### src/sv/flptb_pkg.sv
// Shared types, constants and helpers of the four-level page table builder.
`default_nettype none

package flptb_pkg;

  // Default number of pool pages behind the root page
  localparam int unsigned POOL_PAGES_DEF = 63;

  localparam int unsigned LEVELS     = 4;
  localparam int unsigned IDX_W      = 9;
  localparam int unsigned ENTRIES    = 512;
  localparam int unsigned ADDR_W     = 48;
  localparam int unsigned PAGE_OFS_W = 12;
  localparam int unsigned FRAME_W    = 36;
  localparam int unsigned ENTRY_W    = 64;
  localparam int unsigned MT_W       = 3;
  localparam int unsigned LVL_W      = 2;
  localparam int unsigned STATUS_W   = 2;
  localparam int unsigned PAGES_W    = 6;

  // Configuration port
  localparam int unsigned CFG_IDX_W  = 2;
  localparam int unsigned CFG_DATA_W = FRAME_W;
  localparam logic [CFG_IDX_W-1:0] CFG_BASE_FRAME = 2'd0;
  localparam logic [CFG_IDX_W-1:0] CFG_MEM_TYPE   = 2'd1;
  localparam logic [MT_W-1:0]      MEM_TYPE_RST   = 3'd6;

  // Request opcodes
  localparam logic OP_MAP    = 1'b0;
  localparam logic OP_LOOKUP = 1'b1;

  localparam logic [2:0] RWX_BITS = 3'b111;
  localparam logic [LVL_W-1:0] LEAF_LEVEL = 2'd3;

  typedef enum logic [STATUS_W-1:0] {
    ST_OK         = 2'd0,
    ST_EXHAUSTED  = 2'd1,
    ST_NOT_MAPPED = 2'd2
  } status_e;

  // Source of the leaf field of a result
  typedef enum logic [1:0] {
    LEAF_ZERO,
    LEAF_NEW,
    LEAF_READ
  } leaf_sel_e;

  // Controller to datapath commands
  typedef struct packed {
    logic      accept;
    logic      clr_en;
    logic      rd_en;
    logic      alloc;
    logic      follow;
    logic      leaf_wr;
    logic      finish;
    status_e   fin_status;
    leaf_sel_e fin_leaf;
    logic      push;
  } flptb_cmd_t;

  // Datapath to controller status
  typedef struct packed {
    logic clr_last;
    logic entry_zero;
    logic pool_full;
    logic link_bad;
    logic lookup;
    logic last_level;
    logic out_free;
  } flptb_sts_t;

  // 9-bit table index of one level from address bits 47:12
  function automatic logic [IDX_W-1:0] level_index(input logic [FRAME_W-1:0] frame,
                                                   input logic [LVL_W-1:0] lvl);
    logic [IDX_W-1:0] idx;
    case (lvl)
      2'd0:    idx = frame[35:27];
      2'd1:    idx = frame[26:18];
      2'd2:    idx = frame[17:9];
      default: idx = frame[8:0];
    endcase
    return idx;
  endfunction

endpackage

`default_nettype wire

### src/sv/flptb_ctrl.sv
// Controller of the page table walker: clearing pass, level walk, result hand-off.
`default_nettype none

module flptb_ctrl
  import flptb_pkg::*;
(
  input  wire logic       clk_i,
  input  wire logic       rst_ni,
  input  wire logic       in_valid_i,
  output logic            in_ready_o,
  input  wire flptb_sts_t sts_i,
  output flptb_cmd_t      cmd_o
);

  typedef enum logic [2:0] {
    S_CLEAR,
    S_IDLE,
    S_RD,
    S_EVAL,
    S_DONE
  } state_e;

  state_e state_q, state_d;

  // Next state and command decode
  always_comb begin
    state_d            = state_q;
    cmd_o              = '0;
    cmd_o.fin_status   = ST_OK;
    cmd_o.fin_leaf     = LEAF_ZERO;
    in_ready_o         = 1'b0;
    case (state_q)
      S_CLEAR: begin
        cmd_o.clr_en = 1'b1;
        if (sts_i.clr_last) begin
          state_d = S_IDLE;
        end
      end
      S_IDLE: begin
        in_ready_o = 1'b1;
        if (in_valid_i) begin
          cmd_o.accept = 1'b1;
          state_d      = S_RD;
        end
      end
      S_RD: begin
        if (sts_i.last_level && !sts_i.lookup) begin
          // map leaf: written without reading
          cmd_o.leaf_wr    = 1'b1;
          cmd_o.finish     = 1'b1;
          cmd_o.fin_status = ST_OK;
          cmd_o.fin_leaf   = LEAF_NEW;
          state_d          = S_DONE;
        end else begin
          cmd_o.rd_en = 1'b1;
          state_d     = S_EVAL;
        end
      end
      S_EVAL: begin
        if (sts_i.last_level) begin
          cmd_o.finish     = 1'b1;
          cmd_o.fin_status = ST_OK;
          cmd_o.fin_leaf   = LEAF_READ;
          state_d          = S_DONE;
        end else if (sts_i.entry_zero) begin
          if (sts_i.lookup) begin
            cmd_o.finish     = 1'b1;
            cmd_o.fin_status = ST_NOT_MAPPED;
            state_d          = S_DONE;
          end else if (sts_i.pool_full) begin
            cmd_o.finish     = 1'b1;
            cmd_o.fin_status = ST_EXHAUSTED;
            state_d          = S_DONE;
          end else begin
            cmd_o.alloc = 1'b1;
            state_d     = S_RD;
          end
        end else if (sts_i.link_bad) begin
          cmd_o.finish     = 1'b1;
          cmd_o.fin_status = ST_NOT_MAPPED;
          state_d          = S_DONE;
        end else begin
          cmd_o.follow = 1'b1;
          state_d      = S_RD;
        end
      end
      S_DONE: begin
        if (sts_i.out_free) begin
          cmd_o.push = 1'b1;
          state_d    = S_IDLE;
        end
      end
      default: begin
        state_d = S_IDLE;
      end
    endcase
  end

  always_ff @(posedge clk_i or negedge rst_ni) begin
    if (!rst_ni) begin
      state_q <= S_CLEAR;
    end else begin
      state_q <= state_d;
    end
  end

endmodule

`default_nettype wire

### config.mk
export PLATFORM = sky130hd
export DESIGN_NAME = flptb_ctrl
export DESIGN_NICKNAME = d
export VERILOG_FILES = /design/src/sv/flptb_pkg.sv /design/src/sv/flptb_ctrl.sv
export SDC_FILE = /design/constraint.sdc
export NUM_CORES = 1
export LEC_CHECK = 0
export ABC_AREA = 0
export BUFFER_PORTS_ARGS = -buffer_cell sky130_fd_sc_hd__buf_4
export CAP_MARGIN = 10
export CELL_PAD_IN_SITES_DETAIL_PLACEMENT = 1
export CELL_PAD_IN_SITES_GLOBAL_PLACEMENT = 1
export CORE_MARGIN = 1
export CORE_UTILIZATION = 24
export DETAILED_ROUTE_END_ITERATION = 12
export PLACE_DENSITY_LB_ADDON = 0.1
export REMOVE_ABC_BUFFERS = 1
export SYNTH_ARGS = -nofsm -noshare
export SYNTH_HDL_FRONTEND = slang
export SYNTH_SLANG_ARGS = --single-unit
### constraint.sdc
create_clock -name clk_i -period 1.57 [get_ports clk_i]
set_input_delay 0.314 -clock clk_i [delete_from_list [all_inputs] [get_ports clk_i]]
set_output_delay 0.314 -clock clk_i [all_outputs]
set_load 0.01 [all_outputs]
-- Word-level counts from Yosys, hierarchy flattened
Cells that the tools add are included.
Widths: inputs -> output; s select.
- bits of input ports: 10
- logic and storage cells: 46
- bits in registers: 3
- reductions and logical operators: 4
- multiplexer cells: 34
- equal/unequal tests: 7
- operators with widths (cell ; count):
    $mux 3 ; 14
    $pmux 3 s5 ; 1
    $mux 1 ; 14
    $pmux 5 s2 ; 1
    $eq 3x2->1 const B ; 2
    $mux 2 ; 3
    $mux 6 ; 1
    $ne 2x2->1 const B ; 3
    $eq 3x1->1 const B ; 1
    $eq 3x3->1 const B ; 1
    $logic_not 3->1 ; 1
    $reduce_and 3->1 ; 1
    $logic_and 1x1->1 ; 1
    $logic_not 1->1 ; 1

-- Logic depth before layout (Yosys ltp)
Gate-level depths: netlist (run 1).
- depth after elaboration: 5
- depth in mapped cells: 5
- gate-level depth less buffers: 4

-- Least setup slack after synthesis (run 1)
Ideal clock, no wire load.
- kind: register -> output
- start point: register state_q[2]
- end point: output cmd_o[11] in the netlist's numbering
- required time: 1.256 ns
- cell stages (with the launch flop): 4
- arrival: 1.153 ns
- slack: 0.103 ns
- path buffers: 1
- cell sequence: dfrtp_1 -> buf_2 -> nor3b_1 -> and2_1
- RTL lines (item ; line ; RTL):
    from (decl) ; flptb_ctrl.sv:23 ; state_e state_q, state_d;
    from (signal assigned) ; flptb_ctrl.sv:103 ; state_q <= state_d;
    to (decl) ; flptb_ctrl.sv:12 ; output flptb_cmd_t cmd_o

==> results of run 1 <==
## cells in the mapped netlist
master,count,share of area (%)
nand3b_1,1,2.4
a21boi_2,1,3.6
mux2i_1,2,6.4
buf_2,1,1.6
nor2_1,3,3.6
o21ai_0,1,1.6
nor3b_1,2,4.8
o221ai_2,1,4.8
dfrtp_1,3,24
a21oi_2,1,2.8
nand2_1,2,2.4
or2_2,1,2.0
nand2b_1,2,4.0
and3_1,1,2.0
a22oi_1,1,2.4
or3b_4,1,3.6
a21oi_1,1,1.6
and4bb_2,1,4.0
inv_1,4,4.8
o31a_1,1,2.8
nor3_1,3,4.8
and4b_2,1,3.6
and2_1,1,2.0
and4bb_1,1,4.0
## worst register-to-register path, cell delays in order (launching register included)
cell	delay [ns]
dfrtp_2	0.44
and4bb_1	0.23
buf_4	0.13
a21boi_2	0.14
o31a_1	0.23
## kinds of logic after synthesis
| family | Yosys count | synth area share (%) |
|---|---|---|
| simple gates | 20 | 43.4 |
| compound gates | 7 | 19.7 |
| buf+inv | 5 | 6.42 |
| flops | 3 | 24.1 |
| mux | 2 | 6.43 |
## worst min-delay path by stage
stage / start / endpoint / slack, ns / depth (start not counted)
floorplan: rst_ni / state_q[0]$_DFFE_PN0P_ / 0.02 / 0
global placement: rst_ni / state_q[1]$_DFFE_PN0P_ / 0.10 / 1
detailed placement: rst_ni / state_q[1]$_DFFE_PN0P_ / 0.10 / 1
CTS: sts_i[0] / state_q[2]$_DFFE_PN0P_ / 0.31 / 2
global route: sts_i[0] / state_q[2]$_DFFE_PN0P_ / 0.32 / 2
finish: sts_i[0] / state_q[2]$_DFFE_PN0P_ / 0.32 / 2
## routing by layer
| metal | routed length (um) | up-vias |
|---|---|---|
| met1 | 480 | 203 |
| met2 | 505 | 13 |
| met3 | 44 | 4 |
| met5 | 0 | - |
| li1 | - | 204 |
| met4 | 36 | 0 |
## power by group
part	switching (uW)	internal, uW
Combinational	204	271
Clock	43.2	95.4
Sequential	50.4	115
Total	297	482
## stage by stage
step	setup slack, ns	setup TNS [ns]	std cells
4_1_cts	-0.0607	-0.167	86
2_1_floorplan	0.141	0	36
5_1_grt	-0.127	-0.677	86
3_5_place_dp	0.0221	0	75
3_3_place_gp	0.0379	0	75
6_report	-0.0485	-0.147	86
## area by class of cell
cell class | count | area (um2) | area share [%]
Clock buffer | 4 | 26.3 | 4.23
Sequential cell | 3 | 77.6 | 12.5
Inverter | 4 | 15.0 | 2.42
Timing Repair Buffer | 32 | 250 | 40.3
Tap cell | 14 | 17.5 | 2.82
Multi-Input combinational cell | 29 | 234 | 37.7
## timing repair
item	CTS	global route
hold buffers	1	0
pin swaps	4	3
hold endpoints to repair	3	0
setup endpoints to repair	11	11
buffers inserted	6	0
gates resized for setup	7	3
==> impl_metrics.toml, run 1 <==
[clocking]
clockBufferDepth = 2
cts.clk_slew.worst_paths_ns = 0.03
cts_buffers = 3
cts_sinks = 3
clk_latency_ns = 0.24
root_buffer = "clkbuf_4"
htreeDepth = 1
cts_tree = "yes"

[floorplanning]
dieArea_um2 = 1450
die_y_um = 38.0
io_pins = 23
initial_utilization_pct = 26.9
die_w_um = 38.0
rows = 12
core-area_um2 = 1160

[power]
powerDensity_nw_per_um2 = 1260
leakage_uw = 0.000325
irDropWorstVdd_v = 0.000829
p_total_uw = 779

[finish]
final_area_um2 = 621
layout_common_cells = "buf_4 (29), inv_1 (3), clkbuf_4 (3)"
largest_register = "state_q"
drive_gt1_share_pct = 66.7
num_antenna_cells = 0
layout_commonest_cell = "buf_4"
fin_util_pct = 53.7
area_growth_pct = 99.2
fin_nets = 83
largest_reg_flops = 3
fill_cells = 143
reg_top3 = "state_q x3"

[sta]
setup_ws_ns = -0.0485
period_share_pct = 103
finalHoldViolCount = 0
fin_crit_ns = 1.62
skew_ns = 0.00766
rsz0062_at_grt = "yes"
max_freq_ghz = 0.618
relSlewSlack_pct = 84.2
setup_violations = 5
whs_ns = 0.315
slew_violations = 0
worstMarginPinSlew_ns = 0.236

[worst_setup_path]
critical_path_class = "reg -> out"
max_stage_delay_ns = 0.43
critical_path.endpoint = "cmd_o[4]"
r2r_start = "state_q[0]$_DFFE_PN0P_"
path_cells = "nand3b_1, nor3_2, buf_4"
cp-start-kind = "flip-flop"
cp.required_ns = 1.26
crit_fanout = 5
crit_start = "state_q[2]$_DFFE_PN0P_"
r2r_end = "state_q[1]$_DFFE_PN0P_"
endpoint_kind = "primary output"
r2r_slack_ns = 0.27
reg2reg_depth = 4
slowest_stage = "dfrtp_2"
cpLargestDelayFamily = "simple AND/OR/NAND/NOR gates"
crit_arrival_ns = 1.30
crit_buf_inv = 1
worstSetupPathDepth = 3

[global_route]
grt_max_degree = 7
grt_usage_pct = 17.3
busiest_layer = "met2"
antenna_found_initial = 0
grt_overflow = 0
use_met2_pct = 27.5
grt_pass1_vias = 396
grt_pass1_wl_um = 1730
grtUsageMet1_pct = 20.3
grtUsageMet3_pct = 2.91

[placement]
place_area_um2 = 512
hpwl_um = 710
port_buffers = 22
gp_congestion = 0.733

[route]
first_pass_iters = 3
wl_per_cell_um = 12.4
drc_errors = 0
via_per_inst = 4.93
ant_nets = 0
drt_iter0_markers = 9
via_count = 424
wl_um = 1070

[synthesis]
ys_ff_latch = 3
syn_avg_cell_area_um2 = 8.42
ys_seq_area_share_pct = 24.1
syn_inst = 37
synthesis.area_um2 = 312
yosysWarnings = 0
synth.distinct_cells = 24

[outcome]
violations = "negative setup slack"
status = "complete, but fails checks"

[job]
drv_cap = 0

[hold_path]
min_path_type = "in -> reg"
Power figures use the tool's default switching activity.
==> inputs of run 2 (changes only) <==
--- a/config.mk
+++ b/config.mk
@@ -13,6 +13,7 @@
 export CORE_MARGIN = 1
 export CORE_UTILIZATION = 24
 export DETAILED_ROUTE_END_ITERATION = 12
+export GPL_TIMING_DRIVEN = 0
 export PLACE_DENSITY_LB_ADDON = 0.1
 export REMOVE_ABC_BUFFERS = 1
 export SYNTH_ARGS = -nofsm -noshare
==> constraint.sdc (replaced) <==
create_clock -name clk_i -period 1.7 [get_ports clk_i]
set_input_delay 0.34 -clock clk_i [delete_from_list [all_inputs] [get_ports clk_i]]
set_output_delay 0.34 -clock clk_i [all_outputs]
set_load 0.01 [all_outputs]
==> run 2 against run 1 <==
The run now ends clean. Non-clock buffer count is 7 lower. Sequential share of layout area is 1.0 points higher. Count of clock-buffer cells in the layout stayed put. Worst hold slack better by 0.014 ns. Worst setup slack better by 0.069 ns. Global-route usage is 2.7 points lower. Clock skew is 0.0034 ns lower. Sequential power is 2% lower. Clock power is 7% lower. Core utilization is 4.9 points lower. Register-to-register slack better by 0.21 ns. Critical path type unchanged.
==> impl_metrics.toml, run 2 (same netlist as run 1, synthesis figures left out) <==
[power]
pwr-share-seq_pct = 24.5
p_switching_uw = 259
p_sw_share_pct = 39.2
combPwrFrac_pct = 55.9
powerDensity_nw_per_um2 = 1170
irDropWorstVdd_v = 0.000782
leakage_uw = 0.000294
clockPowerShare_pct = 19.5
internal-power_uw = 401

[clocking]
clk_latency_ns = 0.24
cts_sinks = 3
cts.clk_slew.worst_paths_ns = 0.04
cts_buffers = 3
htreeDepth = 1
root_buffer = "clkbuf_4"
cts_tree = "yes"
clockBufferDepth = 2

[worst_setup_path]
cp-start-kind = "flip-flop"
crit_buf_inv = 1
cpLargestDelayFamily = "simple AND/OR/NAND/NOR gates"
reg2reg_depth = 3
r2r_end = "state_q[1]$_DFFE_PN0P_"
slowest_stage = "dfrtp_2"
path_cells = "nand3b_1, nor3_1, buf_4"
crit_arrival_ns = 1.34
r2r_slack_ns = 0.48
cp.required_ns = 1.36
max_stage_delay_ns = 0.44
crit_fanout = 7
endpoint_kind = "primary output"
r2r_start = "state_q[0]$_DFFE_PN0P_"
critical_path_class = "reg -> out"

[outcome]
status = "complete, no violations"

[route]
ant_nets = 0
drc_errors = 0
drt_iter0_markers = 0
first_pass_iters = 1
via_per_inst = 4.80
wl_per_cell_um = 11.6
wl_um = 913
via_count = 379

[hold_path]
hold_path_depth = 2
min_path_type = "in -> reg"
hp-start = "sts_i[0]"
min_to = "state_q[2]$_DFFE_PN0P_"

[global_route]
grt_overflow = 0
use_met2_pct = 22.0
grt_pass1_vias = 351
grt_max_degree = 8
grt_usage_pct = 14.6
grtUsageMet1_pct = 18.9
busiest_layer = "met2"
grt_pass1_wl_um = 1460
antenna_found_initial = 0
grtUsageMet3_pct = 1.74

[finish]
layout_common_cells = "buf_4 (22), inv_1 (4), nor2_1 (3), clkbuf_4 (3)"
drive_gt1_share_pct = 58.5
area_growth_pct = 81.1
largest_reg_flops = 3
fill_cells = 144
reg_top3 = "state_q x3"
multi_input_area_um2 = 231
layout_commonest_cell = "buf_4"
final_area_um2 = 564
num_antenna_cells = 0
largest_register = "state_q"
final_cell_count_no_fill = 79
fin_nets = 76
regArea_um2 = 76.3

[floorplanning]
die_w_um = 38.0
die_y_um = 38.0
initial_utilization_pct = 26.9
io_pins = 23
rows = 12
dieArea_um2 = 1450
core-area_um2 = 1160

[sta]
relSlewSlack_pct = 83.4
skew_ns = 0.00423
max_freq_ghz = 0.595
finalHoldViolCount = 0
worstMarginPinSlew_ns = 0.248
setup_violations = 0
fin_crit_ns = 1.68
rsz0062_at_grt = "yes"
slew_violations = 0
period_share_pct = 98.8

[placement]
port_buffers = 22
place_inst = 72
place_area_um2 = 489
hpwl_um = 682
gp_congestion = 0.689

[job]
drv_cap = 0
==> run 2: changes by cell type in the layout (fill, tap and decap cells not counted) <==
cell / previous run / this run
nor2_1: 2 / 3
inv_2: 1 / 0
dfrtp_2: 2 / 1
buf_4: 29 / 22
nor2_2: 1 / 0
dfrtp_1: 1 / 2
inv_1: 3 / 4
==> run 2: layer usage <==
layer	share of wire (%)	vias to the layer above
met5	0	-
met4	2.4	0
met3	3.0	2
met2	49	11
met1	46	177
li1	-	189
==> run 2: worst reg2reg max path, stage by stage, from the launching register on <==
cell and delay, ns:
dfrtp_1 0.44, and4bb_1 0.25, a21boi_2 0.16, o31a_1 0.24
==> run 2: how the worst max path moves through the flow <==
| stage | from | end | slack [ns] | cells after the start |
|---|---|---|---|---|
| floorplan | state_q[2]$_DFFE_PN0P_ | cmd_o[11] | 0.24 | 2 |
| global placement | sts_i[2] | cmd_o[5] | 0.05 | 5 |
| detailed placement | sts_i[2] | cmd_o[5] | 0.05 | 5 |
| CTS | state_q[2]$_DFFE_PN0P_ | cmd_o[3] | 0.01 | 3 |
| global route | state_q[2]$_DFFE_PN0P_ | cmd_o[4] | -0.07 | 3 |
| finish | state_q[2]$_DFFE_PN0P_ | cmd_o[4] | 0.02 | 3 |
==> run 2: area by class of cell <==
cell class	instances	area share, %
clock buffers	4	4.66
inverters	4	2.66
repair buffers	25	35.0
flip-flops and latches	3	13.5
multi-input cells	29	41.0
well taps	14	3.10
==> run 2: metrics by stage <==
stage	power [uW]	utilization [%]	TNS, ns	hold slack [ns]	worst slack, ns
after floorplan	325	-	0	0.0444	0.245
after global placement	480	42.3	0	0.129	0.0491
after detailed placement	480	42.3	0	0.130	0.0509
after CTS	637	46.6	0	0.327	0.0101
after global routing	721	48.8	-0.167	0.325	-0.0725
final	661	48.8	0	0.329	0.0204
==> run 2: power by group through the flow <==
stage / sequential [uW] / clock (uW) / combinational [uW]
finish: 162 / 129 / 370
global route: 168 / 147 / 407
CTS: 156 / 132 / 349
detailed placement: 158 / 0 / 323
global placement: 159 / 0 / 321
floorplan: 143 / 0 / 182
==> run 2: repair_timing <==
item / 4_1_cts / 5_1_grt
setup buffers: 1 / 1
hold buffers: 1 / 0
pin swaps: 1 / 4
resized for setup: 2 / 5
setup endpoints to repair: 5 / 6
endpoints found under the hold margin: 3 / 0
==> inputs of run 3 (changes only) <==
--- a/config.mk
+++ b/config.mk
@@ -14,7 +14,7 @@
 export CORE_UTILIZATION = 24
 export DETAILED_ROUTE_END_ITERATION = 12
 export GPL_TIMING_DRIVEN = 0
-export PLACE_DENSITY_LB_ADDON = 0.1
+export PLACE_DENSITY = 0.76
 export REMOVE_ABC_BUFFERS = 1
 export SYNTH_ARGS = -nofsm -noshare
 export SYNTH_HDL_FRONTEND = slang
==> run 3 against run 2 <==
Via count rose by 2.4%. Power is 6.7% higher. Critical endpoint is now cmd_o[8]. Clock power about the same. Largest power group unchanged. Final area is 4.4% higher. Worst setup slack gained 0.023 ns. Combinational power rose by 13%. Critical path depth unchanged. Register-to-register slack worse by 0.02 ns. First-iteration DRC count stayed put. Sequential share of layout area shrank 0.36 points.
==> impl_metrics.toml, run 3 (same netlist as run 1, synthesis figures left out) <==
[sta]
rsz0062_at_grt = "yes"
finalHoldViolCount = 0
worstMarginPinSlew_ns = 0.270
setup_violations = 0
relSlewSlack_pct = 81.9
skew_ns = 0.00391
max_freq_ghz = 0.604
fin_crit_ns = 1.66
period_share_pct = 97.4
fin_setup_tns_ns = 0
slew_violations = 0

[finish]
num_antenna_cells = 0
drive_gt1_share_pct = 63.2
layout_commonest_cell = "buf_4"
fin_nets = 79
layout_common_cells = "buf_4 (26), inv_1 (4), nor2_1 (3), clkbuf_4 (3)"
largest_register = "state_q"
fill_cells = 143
final_area_um2 = 589
fin_util_pct = 51.0
area_growth_pct = 89.2
largest_reg_flops = 3
reg_top3 = "state_q x3"

[placement]
port_buffers = 22
hpwl_um = 670
gp_congestion = 0.704
place_area_um2 = 489

[worst_setup_path]
cp-start-kind = "flip-flop"
cp.required_ns = 1.36
critical_path_class = "reg -> out"
r2r_slack_ns = 0.46
crit_fanout = 6
crit_arrival_ns = 1.32
r2r_start = "state_q[0]$_DFFE_PN0P_"
endpoint_kind = "primary output"
crit_start = "state_q[2]$_DFFE_PN0P_"

[route]
ant_nets = 0
wl_per_cell_um = 13.4
wl_um = 1100
drt_iter0_markers = 0
first_pass_iters = 1
via_per_inst = 4.73
via_count = 388
drc_errors = 0

[global_route]
grt_overflow = 0
grt_pass1_wl_um = 1760
grt_max_degree = 8
antenna_found_initial = 0
grt_usage_pct = 18.5
grt_pass1_vias = 392

[power]
irDropWorstVdd_v = 0.000700
leakage_uw = 0.000306
powerDensity_nw_per_um2 = 1200

[hold_path]
hp-start = "sts_i[0]"
min_path_type = "in -> reg"

[job]
drv_cap = 0

[clocking]
clockBufferDepth = 2
clk_latency_ns = 0.24
cts_sinks = 3
cts.clk_slew.worst_paths_ns = 0.04
cts_tree = "yes"
cts_buffers = 3
htreeDepth = 1
root_buffer = "clkbuf_4"

[floorplanning]
io_pins = 23
die_y_um = 38.0
initial_utilization_pct = 26.9
dieArea_um2 = 1450
die_w_um = 38.0
rows = 12
core-area_um2 = 1160

[outcome]
status = "complete, no violations"
-- run 3: path summary, 6_finish.rpt --
check,to,cells past startpoint
worst min-delay path,state_q[2]$_DFFE_PN0P_,2
min in group asynchronous,state_q[0]$_DFFE_PN0P_,2
max in group asynchronous,state_q[2]$_DFFE_PN0P_,2
worst max-delay path,cmd_o[8],3
worst min register to register,state_q[0]$_DFFE_PN0P_,3
worst max register to register,state_q[1]$_DFFE_PN0P_,3
-- run 3: area by class of cell --
cell class	count	area (um2)	area share [%]
Clock buffer	4	26.3	4.46
Sequential cell	3	77.6	13.2
Inverter	4	15.0	2.55
Multi-Input combinational cell	29	236	40.1
Tap cell	14	17.5	2.97
Timing Repair Buffer	28	216	36.7
-- run 3: stage by stage --
| step | total power [uW] | worst slack [ns] | cells | hold slack, ns |
|---|---|---|---|---|
| 2_1_floorplan | 325 | 0.245 | 36 | 0.0444 |
| 3_3_place_gp | 477 | 0.0573 | 72 | 0.128 |
| 3_5_place_dp | 480 | 0.0641 | 72 | 0.131 |
| 4_1_cts | 658 | 0.0284 | 79 | 0.333 |
| 5_1_grt | 757 | -0.00911 | 82 | 0.344 |
| 6_report | 705 | 0.0439 | 82 | 0.334 |
-- run 3: repair_timing --
item	CTS	global route
gates cloned	0	0
gates resized for setup	2	6
hold buffers	1	0
pin swaps	2	3
setup endpoints to repair	7	5
setup buffers	2	3
endpoints found under the hold margin	3	0
-- run 3: where the power goes --
| group | leakage (uW) | internal [uW] | switching, uW |
|---|---|---|---|
| Clock | 0.0000150 | 88.2 | 41.0 |
| Combinational | 0.000256 | 231 | 186 |
| Sequential | 0.0000353 | 105 | 53.3 |
-- run 3: worst max-delay path, stage by stage, from the launching register on --
cell,delay [ns]
dfrtp_2,0.43
and4bb_1,0.31
and4bb_2,0.22
buf_4,0.11
-- run 3: metal layers --
metal,track usage [%],up-vias,wire (um)
li1,-,194,-
met1,20.3,180,456
met2,32.6,14,603
met3,0,0,37
met4,16.1,0,0
met5,0,-,0
